[config.mk]
export PLATFORM = sky130hd
export DESIGN_NAME = advest_back
export DESIGN_NICKNAME = d
export VERILOG_FILES = /design/src/rtl/advest_pkg.sv /design/src/rtl/advest_back.sv
export SDC_FILE = /design/constraint.sdc
export NUM_CORES = 2
export LEC_CHECK = 0
export ABC_CLOCK_PERIOD_IN_PS = 9500
export BUFFER_PORTS_ARGS = -buffer_cell sky130_fd_sc_hd__buf_4
export CAP_MARGIN = 20
export CORE_UTILIZATION = 40
export DETAILED_ROUTE_END_ITERATION = 8
export PLACE_DENSITY = 0.63
export REMOVE_ABC_BUFFERS = 1
export SYNTH_ARGS = -nofsm -noshare
export SYNTH_HDL_FRONTEND = slang
export SYNTH_SLANG_ARGS = --single-unit
[constraint.sdc]
create_clock -name clk_i -period 9.5 [get_ports clk_i]
set_input_delay 0.475 -clock clk_i [delete_from_list [all_inputs] [get_ports clk_i]]
set_output_delay 0.475 -clock clk_i [all_outputs]
set_load 0.02 [all_outputs]
[src/rtl/advest_pkg.sv]
// ----------------------------------------------------------------------------
// advest_pkg
// Shared types, constants and helpers for the advantage estimation scan.
// ----------------------------------------------------------------------------
package advest_pkg;

  // Configuration register indexes
  typedef enum logic [1:0] {
    REG_GAMMA     = 2'd0,
    REG_LAMBDA    = 2'd1,
    REG_RECIP     = 2'd2,
    REG_NORMALIZE = 2'd3
  } advest_reg_e;

  localparam int unsigned CFG_INDEX_W = 2;
  localparam int unsigned CFG_DATA_W  = 32;
  localparam int unsigned FACTOR_W    = 17;
  localparam int unsigned GL_W        = 18;
  localparam int unsigned WORD_W      = 32;

  // Register reset values
  localparam logic [FACTOR_W-1:0] GAMMA_RST  = 17'd64881;
  localparam logic [FACTOR_W-1:0] LAMBDA_RST = 17'd62259;
  localparam logic [WORD_W-1:0]   RECIP_RST  = 32'd65536;

  // Normalized reward limits, +/-10.0 in Q16.16 at the floored product width
  localparam logic signed [47:0] CLAMP_HI = 48'sd655360;
  localparam logic signed [47:0] CLAMP_LO = -48'sd655360;

  // Front-to-back queue depth
  localparam int unsigned QUEUE_DEPTH = 2;

  // Classified step handed from front to back
  typedef struct packed {
    logic [WORD_W-1:0] delta;
    logic [WORD_W-1:0] reward;
    logic [WORD_W-1:0] value;
    logic              start;
    logic              sel_done;
    logic              sel_trunc;
  } advest_item_t;

  // Coefficients used by the recurrence
  typedef struct packed {
    logic [FACTOR_W-1:0] gamma;
    logic [GL_W-1:0]     gl;
  } advest_coef_t;

  // Saturate a 40-bit signed value into the signed 32-bit range
  function automatic logic signed [31:0] sat32(input logic signed [39:0] v);
    logic signed [31:0] r;
    if (v[39:31] == 9'h000 || v[39:31] == 9'h1FF) begin
      r = v[31:0];
    end else if (v[39]) begin
      r = 32'sh8000_0000;
    end else begin
      r = 32'sh7FFF_FFFF;
    end
    return r;
  endfunction

endpackage

[src/rtl/advest_back.sv]
// ----------------------------------------------------------------------------
// advest_back
// Advantage and return recurrence, value target and output register.
// ----------------------------------------------------------------------------
module advest_back (
  input  logic                     clk_i,
  input  logic                     rst_ni,
  input  logic                     pop_valid_i,
  output logic                     pop_o,
  input  advest_pkg::advest_item_t item_i,
  input  advest_pkg::advest_coef_t coef_i,
  output logic                     out_valid_o,
  input  logic                     out_stall_i,
  output logic signed [31:0]       advantage_o,
  output logic signed [31:0]       discounted_return_o,
  output logic signed [31:0]       value_target_o
);
  import advest_pkg::*;

  logic               e_vld_q, e_vld_d;
  logic               o_vld_q, o_vld_d;
  logic               o_free, e_move, out_take;
  logic signed [31:0] run_adv_q, run_ret_q, e_value_q;
  logic signed [31:0] o_adv_q, o_ret_q, o_vt_q;

  assign o_free   = ~o_vld_q | ~out_stall_i;
  assign e_move   = e_vld_q & o_free;
  assign pop_o    = pop_valid_i & (~e_vld_q | e_move);
  assign out_take = o_vld_q & ~out_stall_i;

  // recurrence step; a pass start clears the accumulators
  logic signed [31:0] adv_in, ret_in;
  logic signed [50:0] adv_prod;
  logic signed [48:0] ret_prod;
  logic signed [34:0] adv_term;
  logic signed [32:0] ret_term;
  logic signed [31:0] delta, reward;
  logic signed [31:0] adv_new, ret_new;

  always_comb begin
    delta    = item_i.delta;
    reward   = item_i.reward;
    adv_in   = item_i.start ? '0 : run_adv_q;
    ret_in   = item_i.start ? '0 : run_ret_q;
    adv_prod = adv_in * $signed({1'b0, coef_i.gl});
    ret_prod = ret_in * $signed({1'b0, coef_i.gamma});
    adv_term = item_i.sel_done ? '0 : adv_prod[50:16];
    ret_term = (item_i.sel_done || item_i.sel_trunc) ? '0 : ret_prod[48:16];
    adv_new  = sat32({{8{delta[31]}}, delta} + {{5{adv_term[34]}}, adv_term});
    ret_new  = sat32({{8{reward[31]}}, reward} + {{7{ret_term[32]}}, ret_term});
  end

  always_comb begin
    e_vld_d = e_vld_q;
    if (pop_o) begin
      e_vld_d = 1'b1;
    end else if (e_move) begin
      e_vld_d = 1'b0;
    end
    o_vld_d = o_vld_q;
    if (e_move) begin
      o_vld_d = 1'b1;
    end else if (out_take) begin
      o_vld_d = 1'b0;
    end
  end

  // valid bits and running accumulators
  always_ff @(posedge clk_i or negedge rst_ni) begin
    if (!rst_ni) begin
      e_vld_q   <= 1'b0;
      o_vld_q   <= 1'b0;
      run_adv_q <= '0;
      run_ret_q <= '0;
    end else begin
      e_vld_q <= e_vld_d;
      o_vld_q <= o_vld_d;
      if (pop_o) begin
        run_adv_q <= adv_new;
        run_ret_q <= ret_new;
      end
    end
  end

  // value carried alongside, and the output word
  always_ff @(posedge clk_i) begin
    if (pop_o) begin
      e_value_q <= item_i.value;
    end
    if (e_move) begin
      o_adv_q <= run_adv_q;
      o_ret_q <= run_ret_q;
      o_vt_q  <= sat32({{8{e_value_q[31]}}, e_value_q} + {{8{run_adv_q[31]}}, run_adv_q});
    end
  end

  assign out_valid_o         = o_vld_q;
  assign advantage_o         = o_adv_q;
  assign discounted_return_o = o_ret_q;
  assign value_target_o      = o_vt_q;

`ifndef ASSERT_OFF
  // a word moves out of the recurrence only into a free output slot
  a_move_free: assert property (@(posedge clk_i) disable iff (!rst_ni)
    e_move |-> (!o_vld_q || !out_stall_i))
    else $error("recurrence overwrote a held output word");

  // a stalled output word keeps its value target
  a_hold_vt: assert property (@(posedge clk_i) disable iff (!rst_ni)
    (o_vld_q && out_stall_i) |=> $stable(o_vt_q))
    else $error("held output word changed");

  // accumulators only change when a step is popped
  a_acc_stable: assert property (@(posedge clk_i) disable iff (!rst_ni)
    !pop_o |=> ($stable(run_adv_q) && $stable(run_ret_q)))
    else $error("accumulator changed without a step");
`endif

endmodule

After elaboration in Yosys (flattened, before gate mapping)
Index checks and enable logic that the tools add are counted.
{"block": "op_classes", "bitwise_logic": 8, "muxes": 14, "n_reduce_logical": 9, "n_addsub": 3, "n_eq_ne": 3, "mul": 2}
{"cell": "32-bit two-way mux", "n": 8}
{"cell": "32-bit by 19-bit multiplier with 51-bit output", "n": 1}
{"cell": "32-bit by 18-bit multiplier with 49-bit output", "n": 1}
{"cell": "32-bit by 35-bit adder with 36-bit output", "n": 1}
{"cell": "35-bit two-way mux", "n": 1}
{"cell": "32-bit by 33-bit adder with 34-bit output", "n": 1}
{"cell": "32-bit by 32-bit adder with 33-bit output", "n": 1}
{"cell": "33-bit two-way mux", "n": 1}
{"cell": "9-bit == test, second input constant", "n": 3}
{"cell": "9-bit logical NOT", "n": 3}
{"cell": "1-bit logical OR", "n": 4}
{"cell": "1-bit two-way mux", "n": 4}
{"cell": "2-bit nonzero test", "n": 2}
{"cell": "1-bit bitwise AND", "n": 3}
{"cell": "1-bit NOT", "n": 3}
{"cell": "1-bit OR", "n": 2}
{"block": "word_totals", "inputBits": 138, "word_cells": 47, "output_inout_bits": 98, "reg_bits": 194}

Longest topological paths before layout
{"block": "logic_depth", "depth_word": 7, "mapped_depth": 40, "depth_no_buf": 36}

Worst setup path before layout
OpenSTA, ideal clock, no wires.
{"block": "synth_timing", "path_type": "input-to-reg", "start": "in item_i[2] (netlist bit)", "end": "reg run_adv_q[2]", "t_required_ps": 9374, "path_buffers": 5, "setup_slack_ps": 346, "cell_stages": 37, "setup_time_ps": 126, "arrival_ps": 9028, "path_cell_list": "clkbuf_1 buf_1 nor2b_1 clkbuf_1 nand2_1 fa_1 fa_1 fa_1 inv_1 fa_1 fa_1 inv_1 fa_1 inv_1 ha_1 a21o_1 a21o_1 a221oi_1 o21ai_0 a21oi_1 o21bai_1 a21oi_1 xor2_1 nor2_1 ha_1 clkbuf_1 nand4_1 nor2_1 a41oi_1 nand2_1 a41oi_2 o31ai_1 xnor2_1 nor2_1 a41o_2 buf_2 a221o_1"}
{"block": "synth_between", "elab_chain_len": 7, "word_cells_on_any_way": 9, "classes_between": "add/sub: 1; mul: 1; eq/ne: 1; mux: 4; reduce/logical: 2"}
{"item": "from (decl)", "line": "advest_back.sv:10", "rtl": "input advest_pkg::advest_item_t item_i,"}
{"item": "32-bit two-way mux *", "line": "advest_back.sv:43", "rtl": "adv_in = item_i.start ? '0 : run_adv_q;"}
{"item": "32-bit by 19-bit multiplier with 51-bit output *", "line": "advest_back.sv:45", "rtl": "adv_prod = adv_in * $signed({1'b0, coef_i.gl});"}
{"item": "35-bit two-way mux *", "line": "advest_back.sv:47", "rtl": "adv_term = item_i.sel_done ? '0 : adv_prod[50:16];"}
{"item": "32-bit by 35-bit adder with 36-bit output *", "line": "advest_back.sv:49", "rtl": "adv_new = sat32({{8{delta[31]}}, delta} + {{5{adv_term[34]}}, adv_term});"}
{"item": "9-bit == test / 9-bit logical NOT (equally long branches)", "line": "advest_pkg.sv:52", "rtl": "if (v[39:31] == 9'h000 || v[39:31] == 9'h1FF) begin"}
{"item": "1-bit logical OR", "line": "advest_pkg.sv:52"}
{"item": "32-bit two-way mux *", "line": "advest_pkg.sv:52"}
{"item": "to (signal assigned)", "line": "advest_back.sv:79", "rtl": "run_adv_q <= adv_new;"}
{"item": "to (decl)", "line": "advest_back.sv:23", "rtl": "logic signed [31:0] run_adv_q, run_ret_q, e_value_q;"}
Mark *: on every way between the ends. The rest lies on a longest branch, timed or not.
A chain may end at the register's enable or synchronous reset.

Final worst setup path
{"block": "layout_timing", "start": "reg run_adv_q[17]", "end": "reg run_adv_q[9]"}
{"block": "layout_between", "elab_chain_len": 7, "word_cells_on_any_way": 9, "classes_between": "add/sub: 1; mul: 1; eq/ne: 1; mux: 4; reduce/logical: 2"}
{"item": "32-bit two-way mux *", "line": "advest_back.sv:43"}
{"item": "32-bit by 19-bit multiplier with 51-bit output *", "line": "advest_back.sv:45"}
{"item": "35-bit two-way mux *", "line": "advest_back.sv:47"}
{"item": "32-bit by 35-bit adder with 36-bit output *", "line": "advest_back.sv:49"}
{"item": "9-bit == test / 9-bit logical NOT (equally long branches)", "line": "advest_pkg.sv:52"}
{"item": "1-bit logical OR", "line": "advest_pkg.sv:52"}
{"item": "32-bit two-way mux *", "line": "advest_pkg.sv:52"}
Marked as above.

==> flow_summary_export.csv <==
group,metric,value,unit
final_layout,syn_to_final_growth,13.7,%
place,gp_congestion,0.937,
place,io_buffers,235,
setup_path,cp-startpoint,"run_adv_q[17]",
setup_path,crit_fanout,17,
setup_path,cp.required,9.90,ns
logic_synthesis,synth_seq_cells,194,
setup_path,worst_path_max_delay_cell,"fa_1",
logic_synthesis,synth_top_area_share,42.6,%
global_route,first_global_vias,41385,
sta,finalSetupViolCount,0,
logic_synthesis,synth_cell_type_count,79,
setup_path,critPathArrivalTime,9.55,ns
cts,clock_latency,0.54,ns
logic_synthesis,yosysWarningCount,0,
cts,cts_tree,"yes",
sta,fin_crit_sh,96.4,%
die,start_util,40.6,%
logic_synthesis,ys_seq_area_share,10.9,%
die,fp.dieW,357,µm
worst_hold_path,min_from,"item_i[25]",
setup_path,reg2reg_from,"run_adv_q[17]",
setup_path,critPathKind,"reg -> reg",
logic_synthesis,avgSynthCellArea,9.17,µm²
global_route,grt_max_degree,67,
final_layout,layout.nets,7450,
place,post-dp-hpwl,125,mm
logic_synthesis,netlist_instances,5495,
detailed_routing,routedWlPerCell,20.1,µm
detailed_routing,vias,38602,
sta,slew_headroom,40.3,%
global_route,antenna_found_initial,10,
worst_hold_path,hold_path_class,"in -> reg",
logic_synthesis,synth-edff-count,128,
final_layout,diodes,0,
logic_synthesis,synthArstFlopShare,34.0,%
detailed_routing,ant_nets,0,
final_layout,drive_above_1_share,12.0,%
die,core.rowCount,129,
cts,cts_htree_levels,4,
setup_path,crit_path_start_kind,"register",
die,die_y,357,µm
logic_synthesis,synth_top_cell_by_area,"fa_1",
run_status,outcome,"complete, no violations",
die,ios,236,
detailed_routing,drc,0,
detailed_routing,dr.pass1.iters,6,
setup_path,crit_path_frequent_cell,"fa_1",
cts,numCtsBuffers,17,
sta,finClkSkew,0.0307,ns
logic_synthesis,synthFlopType,"edfxtp_1",
global_route,grt_pass1_wl,238,mm
detailed_routing,vias_per_cell,5.11,
sta,hold_viol,0,
global_route,grt_usage,24.5,%
die,dieArea,0.127,mm²
setup_path,crit_path_end_kind,"register",
cts,clock-sinks,194,
sta,tightest_slew,0.896,ns
sta,slew_viol_final,0,
cts,clk_pin_slew,0.11,ns
cts,clockBufferDepth,2,
logic_synthesis,synth.area.top_cells,"fa_1, inv_1, ha_1",
cts,clock-root-buffer,"clkbuf_16",
die,coreArea,0.124,mm²
sta,final.min_clock_period,9.16,ns
setup_path,slowest_delay,0.51,ns
global_route,overflow,0,
detailed_routing,wl,152,mm
sta,worst_hold_slack,0.105,ns
sta,clock.fmax,109,MHz
job,maxCapViolCount,0,
detailed_routing,first_iter_violations,2447,
logic_synthesis,syn-cell-area,0.0504,mm²
worst paths after layout:
kind | end | slack, ns | cells after the start
max in group asynchronous | run_adv_q[23] | 8.39 | 3
min | e_value_q[22] | 0.10 | 1
max | run_adv_q[9] | 0.34 | 37
min in group asynchronous | run_ret_q[31] | 0.46 | 2
max reg2reg | run_adv_q[9] | 0.34 | 37
min reg2reg | out_valid_o | 0.49 | 1
cells in the final DEF, fill, tap and decap left out, drive strengths merged, types with 17 or more instances in the layout:
cell	count
a21oi	179
a211oi	26
xnor2	109
edfxtp	128
a21o	65
nand3	38
nand2	669
nor2b	86
inv	1346
buf	608
o221a	31
xor2	57
and2	553
o21ai	99
nor2	139
o21bai	26
and3	24
clkbuf	17
dfrtp	66
a221o	30
nand2b	19
fa	1073
nor3	18
ha	335
nand4	19
what timing repair did:
action | in CTS | in global routing
hold endpoints to repair | 0 | 32
resized for setup | 0 | 53
hold buffers | 0 | 1
setup buffers | 0 | 6
endpoints found under the setup margin | 0 | 62
worst max-delay path: cells and delay by family (launching register included):
| family | cells | cell delay, ns |
|---|---|---|
| AOI/OAI and AO/OA | 16 | 3.33 |
| buffers and inverters | 7 | 0.74 |
| adders and majority gates | 8 | 3.69 |
| DFF | 1 | 0.45 |
| xor gates and xnor gates | 2 | 0.30 |
| and+or+nand+nor | 4 | 0.48 |
logic make-up (layout without fill, tap and decap cells):
group	Yosys count	after routing	share of synthesized area, %
flops	194	194	10.9
fa+ha+maj	1417	1417	51.1
buf+inv	1556	1978	11.7
compound gates	553	553	7.45
mux	2	2	0.0422
simple gates	1607	1607	15.9
xor+xnor	166	166	2.88
area by class of cell:
class / count / area (µm²)
flip-flops and latches: 194 / 5500
clock inverters: 15 / 209
well taps: 1637 / 2050
inverters: 1337 / 5020
multi-input cells: 3745 / 39200
repair buffers: 609 / 4880
fillers: 11950 / 67000
clock buffers: 17 / 425
sequential cells by signal, indices dropped and copies added, names as in the netlist:
register and cells:
advantage_o 32, discounted_return_o 32, e_value_q 32, e_vld_q 1, out_valid_o 1, run_adv_q 32
run_ret_q 32, value_target_o 32
cell usage after synthesis, drive strengths merged, types with 6 or more instances:
library cell  number
inv             1337
fa              1073
nand2            669
and2             553
ha               335
clkbuf           200
a21oi            179
nor2             139
edfxtp           128
xnor2            109
o21ai             99
nor2b             86
dfrtp             66
a21o              65
xor2              57
nand3             38
o221a             31
a221o             30
a211oi            26
o21bai            26
and3              24
buf               19
nand2b            19
nand4             19
nor3              18
a31oi             14
o21a              14
o211ai            13
or3               10
maj3               9
a211o              7
a41oi              7
and4               7
o31ai              7
o22ai              6
per-stage QoR:
step / instances / setup slack [ns] / setup TNS [ns] / instance area (µm²) / util, %
floorplan: 5276 / 0.240 / 0 / 49500 / -
global placement: 7514 / -0.442 / -18.17 / 56400 / 45.4
detailed placement: 7514 / -0.401 / -17.83 / 56400 / 45.4
CTS: 7546 / 0.0598 / 0 / 57000 / 45.9
global route: 7554 / -0.00936 / -0.0186 / 57300 / 46.1
finish: 7554 / 0.344 / 0 / 57300 / 46.1
per-layer routing:
metal | routed length, µm | global-route usage [%] | part of all wire, % | vias to the layer above
met3 | 13600 | 6.25 | 9.0 | 187
met1 | 64800 | 33.1 | 43 | 19725
met5 | 103 | 0.296 | 0.068 | -
met2 | 70200 | 39.3 | 46 | 1371
met4 | 3030 | 5.83 | 2.0 | 10
li1 | - | - | - | 17309
Power is not shown: default switching activity piles up to over one toggle a cycle in this logic, so the estimate is an artifact.
