$ cat src/rtl/advest_pkg.sv
// ----------------------------------------------------------------------------
// advest_pkg
// Shared types, constants and helpers for the advantage estimation scan.
// ----------------------------------------------------------------------------
package advest_pkg;

  // Configuration register indexes
  typedef enum logic [1:0] {
    REG_GAMMA     = 2'd0,
    REG_LAMBDA    = 2'd1,
    REG_RECIP     = 2'd2,
    REG_NORMALIZE = 2'd3
  } advest_reg_e;

  localparam int unsigned CFG_INDEX_W = 2;
  localparam int unsigned CFG_DATA_W  = 32;
  localparam int unsigned FACTOR_W    = 17;
  localparam int unsigned GL_W        = 18;
  localparam int unsigned WORD_W      = 32;

  // Register reset values
  localparam logic [FACTOR_W-1:0] GAMMA_RST  = 17'd64881;
  localparam logic [FACTOR_W-1:0] LAMBDA_RST = 17'd62259;
  localparam logic [WORD_W-1:0]   RECIP_RST  = 32'd65536;

  // Normalized reward limits, +/-10.0 in Q16.16 at the floored product width
  localparam logic signed [47:0] CLAMP_HI = 48'sd655360;
  localparam logic signed [47:0] CLAMP_LO = -48'sd655360;

  // Front-to-back queue depth
  localparam int unsigned QUEUE_DEPTH = 2;

  // Classified step handed from front to back
  typedef struct packed {
    logic [WORD_W-1:0] delta;
    logic [WORD_W-1:0] reward;
    logic [WORD_W-1:0] value;
    logic              start;
    logic              sel_done;
    logic              sel_trunc;
  } advest_item_t;

  // Coefficients used by the recurrence
  typedef struct packed {
    logic [FACTOR_W-1:0] gamma;
    logic [GL_W-1:0]     gl;
  } advest_coef_t;

  // Saturate a 40-bit signed value into the signed 32-bit range
  function automatic logic signed [31:0] sat32(input logic signed [39:0] v);
    logic signed [31:0] r;
    if (v[39:31] == 9'h000 || v[39:31] == 9'h1FF) begin
      r = v[31:0];
    end else if (v[39]) begin
      r = 32'sh8000_0000;
    end else begin
      r = 32'sh7FFF_FFFF;
    end
    return r;
  endfunction

endpackage

$ cat src/rtl/advest_queue.sv
// ----------------------------------------------------------------------------
// advest_queue
// Small register FIFO that decouples the front from the back.
// ----------------------------------------------------------------------------
module advest_queue #(
  parameter int unsigned Depth = advest_pkg::QUEUE_DEPTH
) (
  input  logic                     clk_i,
  input  logic                     rst_ni,
  input  logic                     push_i,
  output logic                     push_ready_o,
  input  advest_pkg::advest_item_t push_item_i,
  output logic                     pop_valid_o,
  input  logic                     pop_i,
  output advest_pkg::advest_item_t pop_item_o
);
  import advest_pkg::*;

  // a single-entry queue still keeps a one-bit pointer
  localparam int unsigned PtrW = (Depth > 1) ? $clog2(Depth) : 1;
  localparam int unsigned CntW = $clog2(Depth + 1);

  advest_item_t        mem_q [Depth];
  logic [PtrW-1:0]     wr_ptr_q, rd_ptr_q;
  logic [CntW-1:0]     count_q;
  logic                do_push, do_pop;

  assign push_ready_o = (count_q != CntW'(Depth));
  assign pop_valid_o  = (count_q != '0);
  assign do_push      = push_i & push_ready_o;
  assign do_pop       = pop_i & pop_valid_o;
  assign pop_item_o   = mem_q[rd_ptr_q];

  // pointers and fill count
  always_ff @(posedge clk_i or negedge rst_ni) begin
    if (!rst_ni) begin
      wr_ptr_q <= '0;
      rd_ptr_q <= '0;
      count_q  <= '0;
    end else begin
      if (do_push) begin
        wr_ptr_q <= (wr_ptr_q == PtrW'(Depth - 1)) ? '0 : wr_ptr_q + 1'b1;
      end
      if (do_pop) begin
        rd_ptr_q <= (rd_ptr_q == PtrW'(Depth - 1)) ? '0 : rd_ptr_q + 1'b1;
      end
      if (do_push && !do_pop) begin
        count_q <= count_q + 1'b1;
      end else if (do_pop && !do_push) begin
        count_q <= count_q - 1'b1;
      end
    end
  end

  // entry storage
  always_ff @(posedge clk_i) begin
    if (do_push) begin
      mem_q[wr_ptr_q] <= push_item_i;
    end
  end

`ifndef ASSERT_OFF
  // fill count stays within depth
  a_count_range: assert property (@(posedge clk_i) disable iff (!rst_ni)
    count_q <= CntW'(Depth))
    else $error("queue count above depth");

  // back never pops an empty queue
  a_no_empty_pop: assert property (@(posedge clk_i) disable iff (!rst_ni)
    pop_i |-> pop_valid_o)
    else $error("pop from empty queue");

  // a lone push grows the count by one
  a_push_grows: assert property (@(posedge clk_i) disable iff (!rst_ni)
    (do_push && !do_pop) |=> count_q == $past(count_q) + 1'b1)
    else $error("count did not follow push");

  // a lone pop shrinks the count by one
  a_pop_shrinks: assert property (@(posedge clk_i) disable iff (!rst_ni)
    (do_pop && !do_push) |=> count_q == $past(count_q) - 1'b1)
    else $error("count did not follow pop");
`endif

endmodule

$ cat config.mk
export PLATFORM = sky130hd
export DESIGN_NAME = advest_queue
export DESIGN_NICKNAME = d
export VERILOG_FILES = /design/src/rtl/advest_pkg.sv /design/src/rtl/advest_queue.sv
export SDC_FILE = /design/constraint.sdc
export NUM_CORES = 1
export LEC_CHECK = 0
export ABC_AREA = 1
export BUFFER_PORTS_ARGS = -buffer_cell sky130_fd_sc_hd__buf_4
export CAP_MARGIN = 20
export CELL_PAD_IN_SITES_DETAIL_PLACEMENT = 1
export CELL_PAD_IN_SITES_GLOBAL_PLACEMENT = 1
export CORE_ASPECT_RATIO = 1.75
export CORE_MARGIN = 2
export CORE_UTILIZATION = 40
export DETAILED_ROUTE_END_ITERATION = 7
export HOLD_SLACK_MARGIN = 0.1
export PLACE_DENSITY_LB_ADDON = 0.12
export SLEW_MARGIN = 20
export SYNTH_ARGS = -nofsm -noshare
export SYNTH_HDL_FRONTEND = slang
export SYNTH_SLANG_ARGS = --single-unit
$ cat constraint.sdc
create_clock -name clk_i -period 15.7 [get_ports clk_i]
set_input_delay 1.57 -clock clk_i [delete_from_list [all_inputs] [get_ports clk_i]]
set_output_delay 1.57 -clock clk_i [all_outputs]
set_load 0.03 [all_outputs]
After elaboration in Yosys (flattened, before gate mapping)
Memory sizes are Yosys's and may differ from the RTL's. Index checks and enable logic that the tools add are counted.

Reduce and logical (&&, ||, !) cells: 6. Bitwise operators: 2. Add/sub/neg operators: 4. Multiplexer cells: 6. Eq/ne operators: 1.

Operators with widths (number): $mux W1 (4); $mux W2 (2); $reduce_bool A2 Y1 (2); $add A1 B1 Y1 const B (2); $add A2 B1 Y2 const B (1); $and A1 B1 Y1 (2); $logic_and A1 B1 Y1 (2); $logic_not A1 Y1 (2); $ne A2 B2 Y1 const B (1); $sub A2 B1 Y2 const B (1).

Output and inout port bits: 101. RAM bits: 198. Input port bits: 103. Word-level logic and storage cells: 23. Flip-flop bits (word level): 4. Memories kept: 1.

Memory list: mem_q (depth 2, width 99, rd ports 1, clocked after Yosys merged registers in 0, wr ports 1, RTL line advest_queue.sv:23) `advest_item_t mem_q [Depth];`.

Logic depth before layout (Yosys ltp)
Gate-level depths: netlist of run 1.

Depth after elaboration: 6. Depth in mapped cells: 10. Gate-level depth less buffers: 10.

Least setup slack after synthesis of run 1
OpenSTA, ideal clock, no wires.

Kind: input to register. Start point: input push_i. End point: memory mem_q[0][0] (netlist bit), enable pin. Buffers on the path: 0. Slack: 9.328 ns. Arrival: 5.814 ns. Data required time: 15.142 ns. Stages: 2. Setup time: 0.558 ns. Cells stage by stage: nand2_1 -> nor2_1.

Longest elaborated chain between the ends: 3.

RTL lines: start: declaration (RTL line advest_queue.sv:10) `input logic push_i,`; $and A1 B1 Y1 (RTL line advest_queue.sv:30) `assign do_push = push_i & push_ready_o;`; $mux W1 (RTL line advest_queue.sv:57) `if (do_push) begin`; $mux W1 (not written as such) (RTL line advest_queue.sv:58) `mem_q[wr_ptr_q] <= push_item_i;`; end: declaration (RTL line advest_queue.sv:23).

Every way passes these cells.

==> impl_summary.log, run 1 <==
INFO  metric detailedRoute.firstIterationViolations = 206
INFO  metric vias_after_detailed_routing = 4744
INFO  metric synth.most_common_cell = sky130_fd_sc_hd__nand2_1
INFO  metric io_pins = 204
INFO  metric ys_async_sr_fraction = 1.98%
INFO  metric switching_power = 823 uW
INFO  metric initial_core_util = 40.4%
INFO  metric average_wire_per_standard_cell = 17.7 um
INFO  metric synth_seq_area_share = 81.2%
INFO  metric cts.reportedPaths.clkPinSlew = 60 ps
INFO  metric p_total = 2060 uW
INFO  metric clock-skew-final = 13.2 ps
INFO  metric netlist_area = 0.00745 mm^2
INFO  metric wire_length_of_the_first_global_routing_pass = 26800 um
INFO  metric post_cts_hold_buffer_count = 0
INFO  metric part_of_the_power_in_the_clock_network = 20.8%
INFO  metric core.rowCount = 66
INFO  metric avgSynthCellArea = 13.7 um^2
INFO  metric start_kind = register
INFO  metric drv.max_cap_violation_count = 0
INFO  metric worstSetupStartpoint = rd_ptr_q$_DFFE_PN0P_
INFO  metric design.final.nets = 857
INFO  metric die_area = 0.0198 mm^2
INFO  metric final_period_minus_worst_setup_slack = 4530 ps
INFO  metric deepest_clock_path_buffer_count = 3
INFO  metric timing.reg2reg.setup_slack = 13120 ps
INFO  metric power.internal = 1230 uW
INFO  metric timing.setup.tns = 0 ps
INFO  metric cp.required = 14130 ps
INFO  metric final_setup_violation_count = 0
INFO  metric critPathKind = reg2out
INFO  metric cts_sinks = 202
INFO  metric part_of_the_total_power_dissipated_in_sequential_elements = 38.3%
INFO  metric setup.worst_path.end = pop_item_o[43]
INFO  metric firstDrtPassIters = 4
INFO  metric maxSlewViolCount = 0
INFO  metric ctsHtreeMaxLevel = 1
INFO  metric insertion_delay = 480 ps
INFO  metric worst_hold_path_type = reg2reg
INFO  metric tritoncts_clock_tree = built
INFO  metric fmaxAchievable = 0.221 GHz
INFO  metric post_cts_resized = 0
INFO  metric synth.area.top_cells = sky130_fd_sc_hd__edfxtp_1 (80%), sky130_fd_sc_hd__nand2_1 (15%), sky130_fd_sc_hd__buf_6 (1.5%)
INFO  metric timing.rr.end = mem_q[0][79]$_DFFE_PP_
INFO  metric synth-warning-count = 0
INFO  metric finalWirelength = 17700 um
INFO  metric crit_fanout = 56
INFO  metric leakage = 0.00413 uW
INFO  metric ys_ff_latch = 202
INFO  metric yosysTopAreaCellShare = 79.8%
INFO  metric numCtsBuffers = 19
INFO  metric layout-drive-gt1-share = 31.2%
INFO  metric cts.repair_timing.setup_buffer_count = 0
INFO  metric grt_setup_unrepaired = no
INFO  metric worst-r2r-cell-count = 6
INFO  metric finalCritPeriodShare = 28.9%
INFO  metric ys_dominant_reg_cell = sky130_fd_sc_hd__edfxtp_1
INFO  metric critical_path.endpoint_type = output port
INFO  metric switching_share = 40.0%
INFO  metric place.port_buffers = 203
INFO  metric floorplan.die.width = 107 um
INFO  metric initial_antenna_violation_count = 1
INFO  metric grt_max_degree = 83
INFO  metric cellPowerDensity = 211 mW/mm^2
INFO  metric postSynthCellCount = 545
INFO  metric area_growth_syn_to_layout = 30.8%
INFO  metric worst_ir_drop_vdd = 0.145 mV
INFO  metric synth_top_area_cell = sky130_fd_sc_hd__edfxtp_1
INFO  metric core_region_area = 0.0184 mm^2
INFO  metric data_arrival_critical_path = 2960 ps
INFO  metric synth_enable_flop_cells = 198
INFO  metric die_height = 185 um
INFO  metric synth_cell_types = 14
INFO  metric global_route.usage.total = 17.7%
INFO  metric drcViolationCount = 0
INFO  metric synth_commonest_cells = sky130_fd_sc_hd__nand2_1 (307), sky130_fd_sc_hd__edfxtp_1 (198), sky130_fd_sc_hd__buf_2 (10), sky130_fd_sc_hd__buf_6 (10), sky130_fd_sc_hd__inv_1 (6)
INFO  metric max-slew-margin-rel = 45.0%
INFO  metric final_replace_weighted_congestion = 0.716
INFO  metric share_comb_of_total_power = 40.9%
INFO  metric postSynthNetCount = 649
INFO  metric clk_root_buffer_cell = sky130_fd_sc_hd__clkbuf_16
INFO  metric tightestPinTransition = 825 ps
INFO  metric antenna_violating_nets_post_route = 0
INFO  metric vias_in_the_first_global_route = 5192
INFO  metric dr_vias_cell = 4.72
INFO  metric r2r_start = count_q[0]$_DFFE_PN0P_
INFO  metric globalRouteOverflowTotal = 0
INFO  metric post-dp-hpwl = 11900 um
INFO  metric run_status = finished, final reports clean
INFO  metric timing.final.hold_violations = 0
==> worst max-delay path, cell delays in order (launching register included) <==
cell                       delay [ps]
sky130_fd_sc_hd__dfrtp_4          760
sky130_fd_sc_hd__clkinv_2         680
sky130_fd_sc_hd__buf_4            550
sky130_fd_sc_hd__nand2_1          140
sky130_fd_sc_hd__nand2_1           90
sky130_fd_sc_hd__buf_4            180
==> kinds of logic after synthesis <==
kind of cell	share of synthesized area, %
adder cells (fa/ha/maj)	0.168
XOR/XNOR	0.235
AND/OR/NAND/NOR	15.8
buffers and inverters	2.64
flip-flops	81.2
==> per-stage QoR <==
| stage | std cells | util [%] | area, um^2 | setup slack, ps | hold slack (ps) |
|---|---|---|---|---|---|
| final | 1005 | 52.9 | 9740 | 11170 | 527 |
| after global routing | 1005 | 52.9 | 9740 | 10890 | 551 |
| after detailed placement | 970 | 49.7 | 9160 | 11600 | 515 |
| after global placement | 970 | 49.7 | 9160 | 11680 | 480 |
| after floorplan | 545 | - | 7450 | 9330 | 462 |
| after CTS | 1004 | 52.9 | 9730 | 11090 | 528 |
==> state kept, by name, summed over array words and instances, names as in the netlist <==
| signal | cells |
|---|---|
| mem_q | 198 |
| count_q | 2 |
| rd_ptr_q | 1 |
| wr_ptr_q | 1 |
==> cell type report <==
class | instances | area, um^2
fill | 1915 | 8680
clock buffer | 23 | 490
clock inverter | 11 | 85.1
antenna | 1 | 2.50
multi-input combinational | 315 | 1220
tap | 238 | 298
sequential | 202 | 6050
inverter | 7 | 27.5
timing repair buffer | 208 | 1570
==> how the worst min path moves through the flow <==
| stage | depth (start not counted) | slack, ps | from | endpoint |
|---|---|---|---|---|
| 3_3_place_gp | 2 | 480 | count_q[1]$_DFFE_PN0P_ | count_q[1]$_DFFE_PN0P_ |
| 2_1_floorplan | 2 | 460 | count_q[1]$_DFFE_PN0P_ | count_q[1]$_DFFE_PN0P_ |
| 5_1_grt | 1 | 550 | count_q[0]$_DFFE_PN0P_ | count_q[0]$_DFFE_PN0P_ |
| 3_5_place_dp | 2 | 520 | count_q[1]$_DFFE_PN0P_ | count_q[1]$_DFFE_PN0P_ |
| 6_report | 1 | 530 | count_q[0]$_DFFE_PN0P_ | count_q[0]$_DFFE_PN0P_ |
| 4_1_cts | 1 | 530 | count_q[0]$_DFFE_PN0P_ | count_q[0]$_DFFE_PN0P_ |
==> layout by cell type (no fill, tap or decap), drive strengths merged <==
cell	n
nand4	1
xor2	1
edfxtp	198
dfrtp	4
diode	1
nor2	2
ha	1
nand3	2
clkbuf	23
clkinvlp	2
clkinv	8
inv	7
xnor2	1
nand2	307
buf	208
bufinv	1
==> power by group through the flow <==
stage	sequential [uW]	combinational [uW]	clock (uW)
finish	788	841	429
global route	799	910	459
CTS	790	861	439
detailed placement	800	858	0
global placement	793	844	0
floorplan	790	553	0
==> metal layers <==
layer	up-vias	track usage (%)	routed length, um
met1	2338	18.4	6030
met5	-	0	0
met3	27	4.28	1120
li1	2243	-	-
met4	0	6.55	487
met2	136	33.6	10100
Power figures use the tool's default switching activity.
==> run 2: changes to the inputs <==
ABC_AREA = 0   (was 1)
clock period = 4.3 ns   (was 15.7 ns; I/O delays follow)
==> impl_summary.log, run 2 <==
INFO  metric drcViolationCount = 0 (unchanged)
INFO  metric start_kind = register (unchanged)
INFO  metric synth-warning-count = 0 (unchanged)
INFO  metric yosysTopAreaCellShare = 75.9% (was 79.8%)
INFO  metric largest_register_ff_count = 198 (unchanged)
INFO  metric place.port_buffers = 203 (unchanged)
INFO  metric cellPowerDensity = 742 mW/mm^2 (was 211 mW/mm^2)
INFO  metric cts_sinks = 202 (unchanged)
INFO  metric finalCritPeriodShare = 68.6%
INFO  metric post-dp-hpwl = 11100 um (was 11900 um)
INFO  metric commonest_non_fill_non_tap_cell_in_the_layout = sky130_fd_sc_hd__buf_4 (was sky130_fd_sc_hd__nand2_1)
INFO  metric netlist_area = 0.00784 mm^2 (was 0.00745 mm^2)
INFO  metric globalRouteOverflowTotal = 0 (unchanged)
INFO  metric crit_fanout = 47 (was 56)
INFO  metric die_height = 189 um (was 185 um)
INFO  metric clock-skew-final = 5.02 ps (was 13.2 ps)
INFO  metric synth_commonest_cells = sky130_fd_sc_hd__edfxtp_1 (198), sky130_fd_sc_hd__mux2_4 (99), sky130_fd_sc_hd__buf_12 (10), sky130_fd_sc_hd__dfrtp_1 (4), sky130_fd_sc_hd__xnor2_1 (3) (was sky130_fd_sc_hd__nand2_1 (307), sky130_fd_sc_hd__edfxtp_1 (198), sky130_fd_sc_hd__buf_2 (10), sky130_fd_sc_hd__buf_6 (10), sky130_fd_sc_hd__inv_1 (6))
INFO  metric initial_core_util = 40.8% (was 40.4%)
INFO  metric clk_root_buffer_cell = sky130_fd_sc_hd__clkbuf_16 (unchanged)
INFO  metric maxSlewViolCount = 0 (unchanged)
INFO  metric fmaxAchievable = 0.339 GHz
INFO  metric postSynthNetCount = 430 (was 649)
INFO  metric final_cell_mix = sky130_fd_sc_hd__buf_4 (208), sky130_fd_sc_hd__edfxtp_1 (198), sky130_fd_sc_hd__mux2_4 (99) (was sky130_fd_sc_hd__nand2_1 (307), sky130_fd_sc_hd__buf_4 (207), sky130_fd_sc_hd__edfxtp_1 (198))
INFO  metric timing.reg2reg.setup_slack = 2050 ps (was 13120 ps)
INFO  metric synth.area.top_cells = sky130_fd_sc_hd__edfxtp_1 (76%), sky130_fd_sc_hd__mux2_4 (19%), sky130_fd_sc_hd__buf_12 (2.6%) (was sky130_fd_sc_hd__edfxtp_1 (80%), sky130_fd_sc_hd__nand2_1 (15%), sky130_fd_sc_hd__buf_6 (1.5%))
INFO  metric final_period_minus_worst_setup_slack = 2950 ps
INFO  metric global_route.usage.total = 15.3% (was 17.7%)
INFO  metric avgSynthCellArea = 24.0 um^2 (was 13.7 um^2)
INFO  metric final_replace_weighted_congestion = 0.741 (was 0.716)
INFO  metric worst_ir_drop_vdd = 0.559 mV (was 0.145 mV)
INFO  metric ys_async_sr_fraction = 1.98% (unchanged)
INFO  metric tritoncts_clock_tree = built (unchanged)
INFO  metric post_cts_resized = 0 (unchanged)
INFO  metric grt_setup_unrepaired = no (unchanged)
INFO  metric area_growth_syn_to_layout = 29.0% (was 30.8%)
INFO  metric critPathKind = reg2out (unchanged)
INFO  metric final_setup_violation_count = 0 (unchanged)
INFO  metric preCtsSetupSlack = 1820 ps (was 11600 ps)
INFO  metric synth_enable_flop_cells = 198 (unchanged)
INFO  metric cts.repair_timing.setup_buffer_count = 0 (unchanged)
INFO  metric core.rowCount = 67 (was 66)
INFO  metric ys_dominant_reg_cell = sky130_fd_sc_hd__edfxtp_1 (unchanged)
INFO  metric leakage = 0.00404 uW (was 0.00413 uW)
INFO  metric core_region_area = 0.0192 mm^2 (was 0.0184 mm^2)
INFO  metric met1Wirelength = 5490 um (was 6030 um)
INFO  metric synth_cell_types = 14 (unchanged)
INFO  metric route.met3.wl = 980 um (was 1120 um)
INFO  metric synth.most_common_cell = sky130_fd_sc_hd__edfxtp_1 (was sky130_fd_sc_hd__nand2_1)
INFO  metric data_arrival_critical_path = 2520 ps (was 2960 ps)
INFO  metric detailedRoute.firstIterationViolations = 106 (was 206)
INFO  metric io_pins = 204 (unchanged)
INFO  metric deepest_clock_path_buffer_count = 3 (unchanged)
INFO  metric critical_path.endpoint_type = output port (unchanged)
INFO  metric insertion_delay = 480 ps (about the same)
INFO  metric tightestPinTransition = 1030 ps (was 825 ps)
INFO  metric post_cts_hold_buffer_count = 1 (was 0)
INFO  metric die_area = 0.0208 mm^2 (was 0.0198 mm^2)
INFO  metric layout-drive-gt1-share = 60.5% (was 31.2%)
INFO  metric antenna_violating_nets_post_route = 0 (unchanged)
INFO  metric max-slew-margin-rel = 31.1% (was 45.0%)
INFO  metric finalWirelength = 16200 um (was 17700 um)
INFO  metric detailroute.wirelength.met2 = 8910 um (was 10100 um)
INFO  metric floorplan.die.width = 110 um (was 107 um)
INFO  metric drv.max_cap_violation_count = 0 (unchanged)
INFO  metric layout_setup_ws = 1350 ps (was 11170 ps)
INFO  metric numCtsBuffers = 19 (unchanged)
INFO  metric top_regs = mem_q (198), count_q (2) (unchanged)
INFO  metric cts.reportedPaths.clkPinSlew = 60 ps (about the same)
INFO  metric worst_hold_path_type = in2reg (was reg2reg)
INFO  metric regMostFlops = mem_q (unchanged)
INFO  metric timing.final.hold_violations = 0 (unchanged)
INFO  metric top_metal_used = met4 (unchanged)
INFO  metric timing.setup.tns = 0 ps (unchanged)
INFO  metric average_wire_per_standard_cell = 20.2 um (was 17.7 um)
INFO  metric firstDrtPassIters = 4 (unchanged)
INFO  metric dr_vias_cell = 4.74 (was 4.72)
INFO  metric ctsHtreeMaxLevel = 1 (unchanged)
INFO  metric synth_top_area_cell = sky130_fd_sc_hd__edfxtp_1 (unchanged)
INFO  metric design.final.nets = 650 (was 857)
INFO  metric postSynthCellCount = 326 (was 545)
INFO  metric grt_max_degree = 73 (was 83)
INFO  metric cp.required = 3870 ps (was 14130 ps)
INFO  metric run_status = finished, final reports clean (unchanged)
INFO  metric initial_antenna_violation_count = 2 (was 1)
INFO  metric synth_seq_area_share = 77.1% (was 81.2%)
INFO  metric vias_after_detailed_routing = 3804 (was 4744)
INFO  metric ys_ff_latch = 202 (unchanged)
INFO  metric wire_length_of_the_first_global_routing_pass = 23700 um (was 26800 um)
INFO  metric vias_in_the_first_global_route = 4271 (was 5192)
==> run 2: changes by cell type in the layout (fill, tap and decap cells not counted), moves of 2 or more <==
cell,delta
sky130_fd_sc_hd__clkbuf_1,+2
sky130_fd_sc_hd__clkinv_1,-2
sky130_fd_sc_hd__clkinvlp_4,-2
sky130_fd_sc_hd__inv_1,-5
sky130_fd_sc_hd__nand2_1,-305
sky130_fd_sc_hd__mux2_4,+99
sky130_fd_sc_hd__nand3_1,-2
sky130_fd_sc_hd__clkbuf_8,+2
sky130_fd_sc_hd__xnor2_1,+2
==> run 2: final cells by class <==
class                   count  area, um^2
flip-flops and latches    202        6050
clock inverters             7        41.3
fillers                  1761        9090
well taps                 241         302
diodes                      2        5.00
multi-input cells         112        1590
repair buffers            210        1590
inverters                   1        3.75
clock buffers              27         526
==> run 2: cell families (layout without fill, tap and decap cells) <==
logic type / after synthesis / after routing / share of synthesized area (%)
DFF: 202 / 202 / 77.1
muxes: 99 / 99 / 19.0
buffers and inverters: 12 / 245 / 2.75
and+or+nand+nor: 7 / 7 / 0.431
xor gates and xnor gates: 5 / 5 / 0.559
adders and majority gates: 1 / 1 / 0.160
other: 0 / 2 / 0
==> run 2: worst paths after layout <==
check                                       start                endpoint  cells after the start
setup / recovery             rd_ptr_q$_DFFE_PN0P_          pop_item_o[27]                      3
hold / removal                    push_item_i[26]  mem_q[1][26]$_DFFE_PP_                      1
setup reg to reg           count_q[0]$_DFFE_PN0P_  mem_q[1][11]$_DFFE_PP_                      3
hold reg to reg            count_q[1]$_DFFE_PN0P_  count_q[1]$_DFFE_PN0P_                      1
max in group asynchronous                  rst_ni    rd_ptr_q$_DFFE_PN0P_                      2
min in group asynchronous                  rst_ni  count_q[1]$_DFFE_PN0P_                      2
==> run 2: power by group <==
group	internal, uW	switching, uW	total (uW)
logic	1360	1650	3010
clock network	858	676	1530
registers	2700	259	2960
total	4910	2580	7500
==> run 2: critical path: stages (launching register included) <==
cell	delay (ps)
sky130_fd_sc_hd__dfrtp_4	1050
sky130_fd_sc_hd__buf_4	460
sky130_fd_sc_hd__mux2_4	340
sky130_fd_sc_hd__buf_4	170
==> run 2: stage by stage <==
stage	area (um^2)	util (%)	instances	power [uW]	hold slack, ps
after floorplan	7840	-	326	5220	134
after global placement	9530	49.6	765	6000	227
after detailed placement	9530	49.6	765	6060	234
after CTS	10100	52.6	800	7620	113
after global routing	10100	52.6	802	7830	111
final	10100	52.6	802	7500	129
==> run 2: layer usage <==
| layer | vias to the layer above | track usage, % |
|---|---|---|
| li1 | 1726 | - |
| met1 | 1900 | 16.1 |
| met2 | 139 | 27.8 |
| met3 | 39 | 3.34 |
| met4 | 0 | 7.79 |
| met5 | - | 0 |
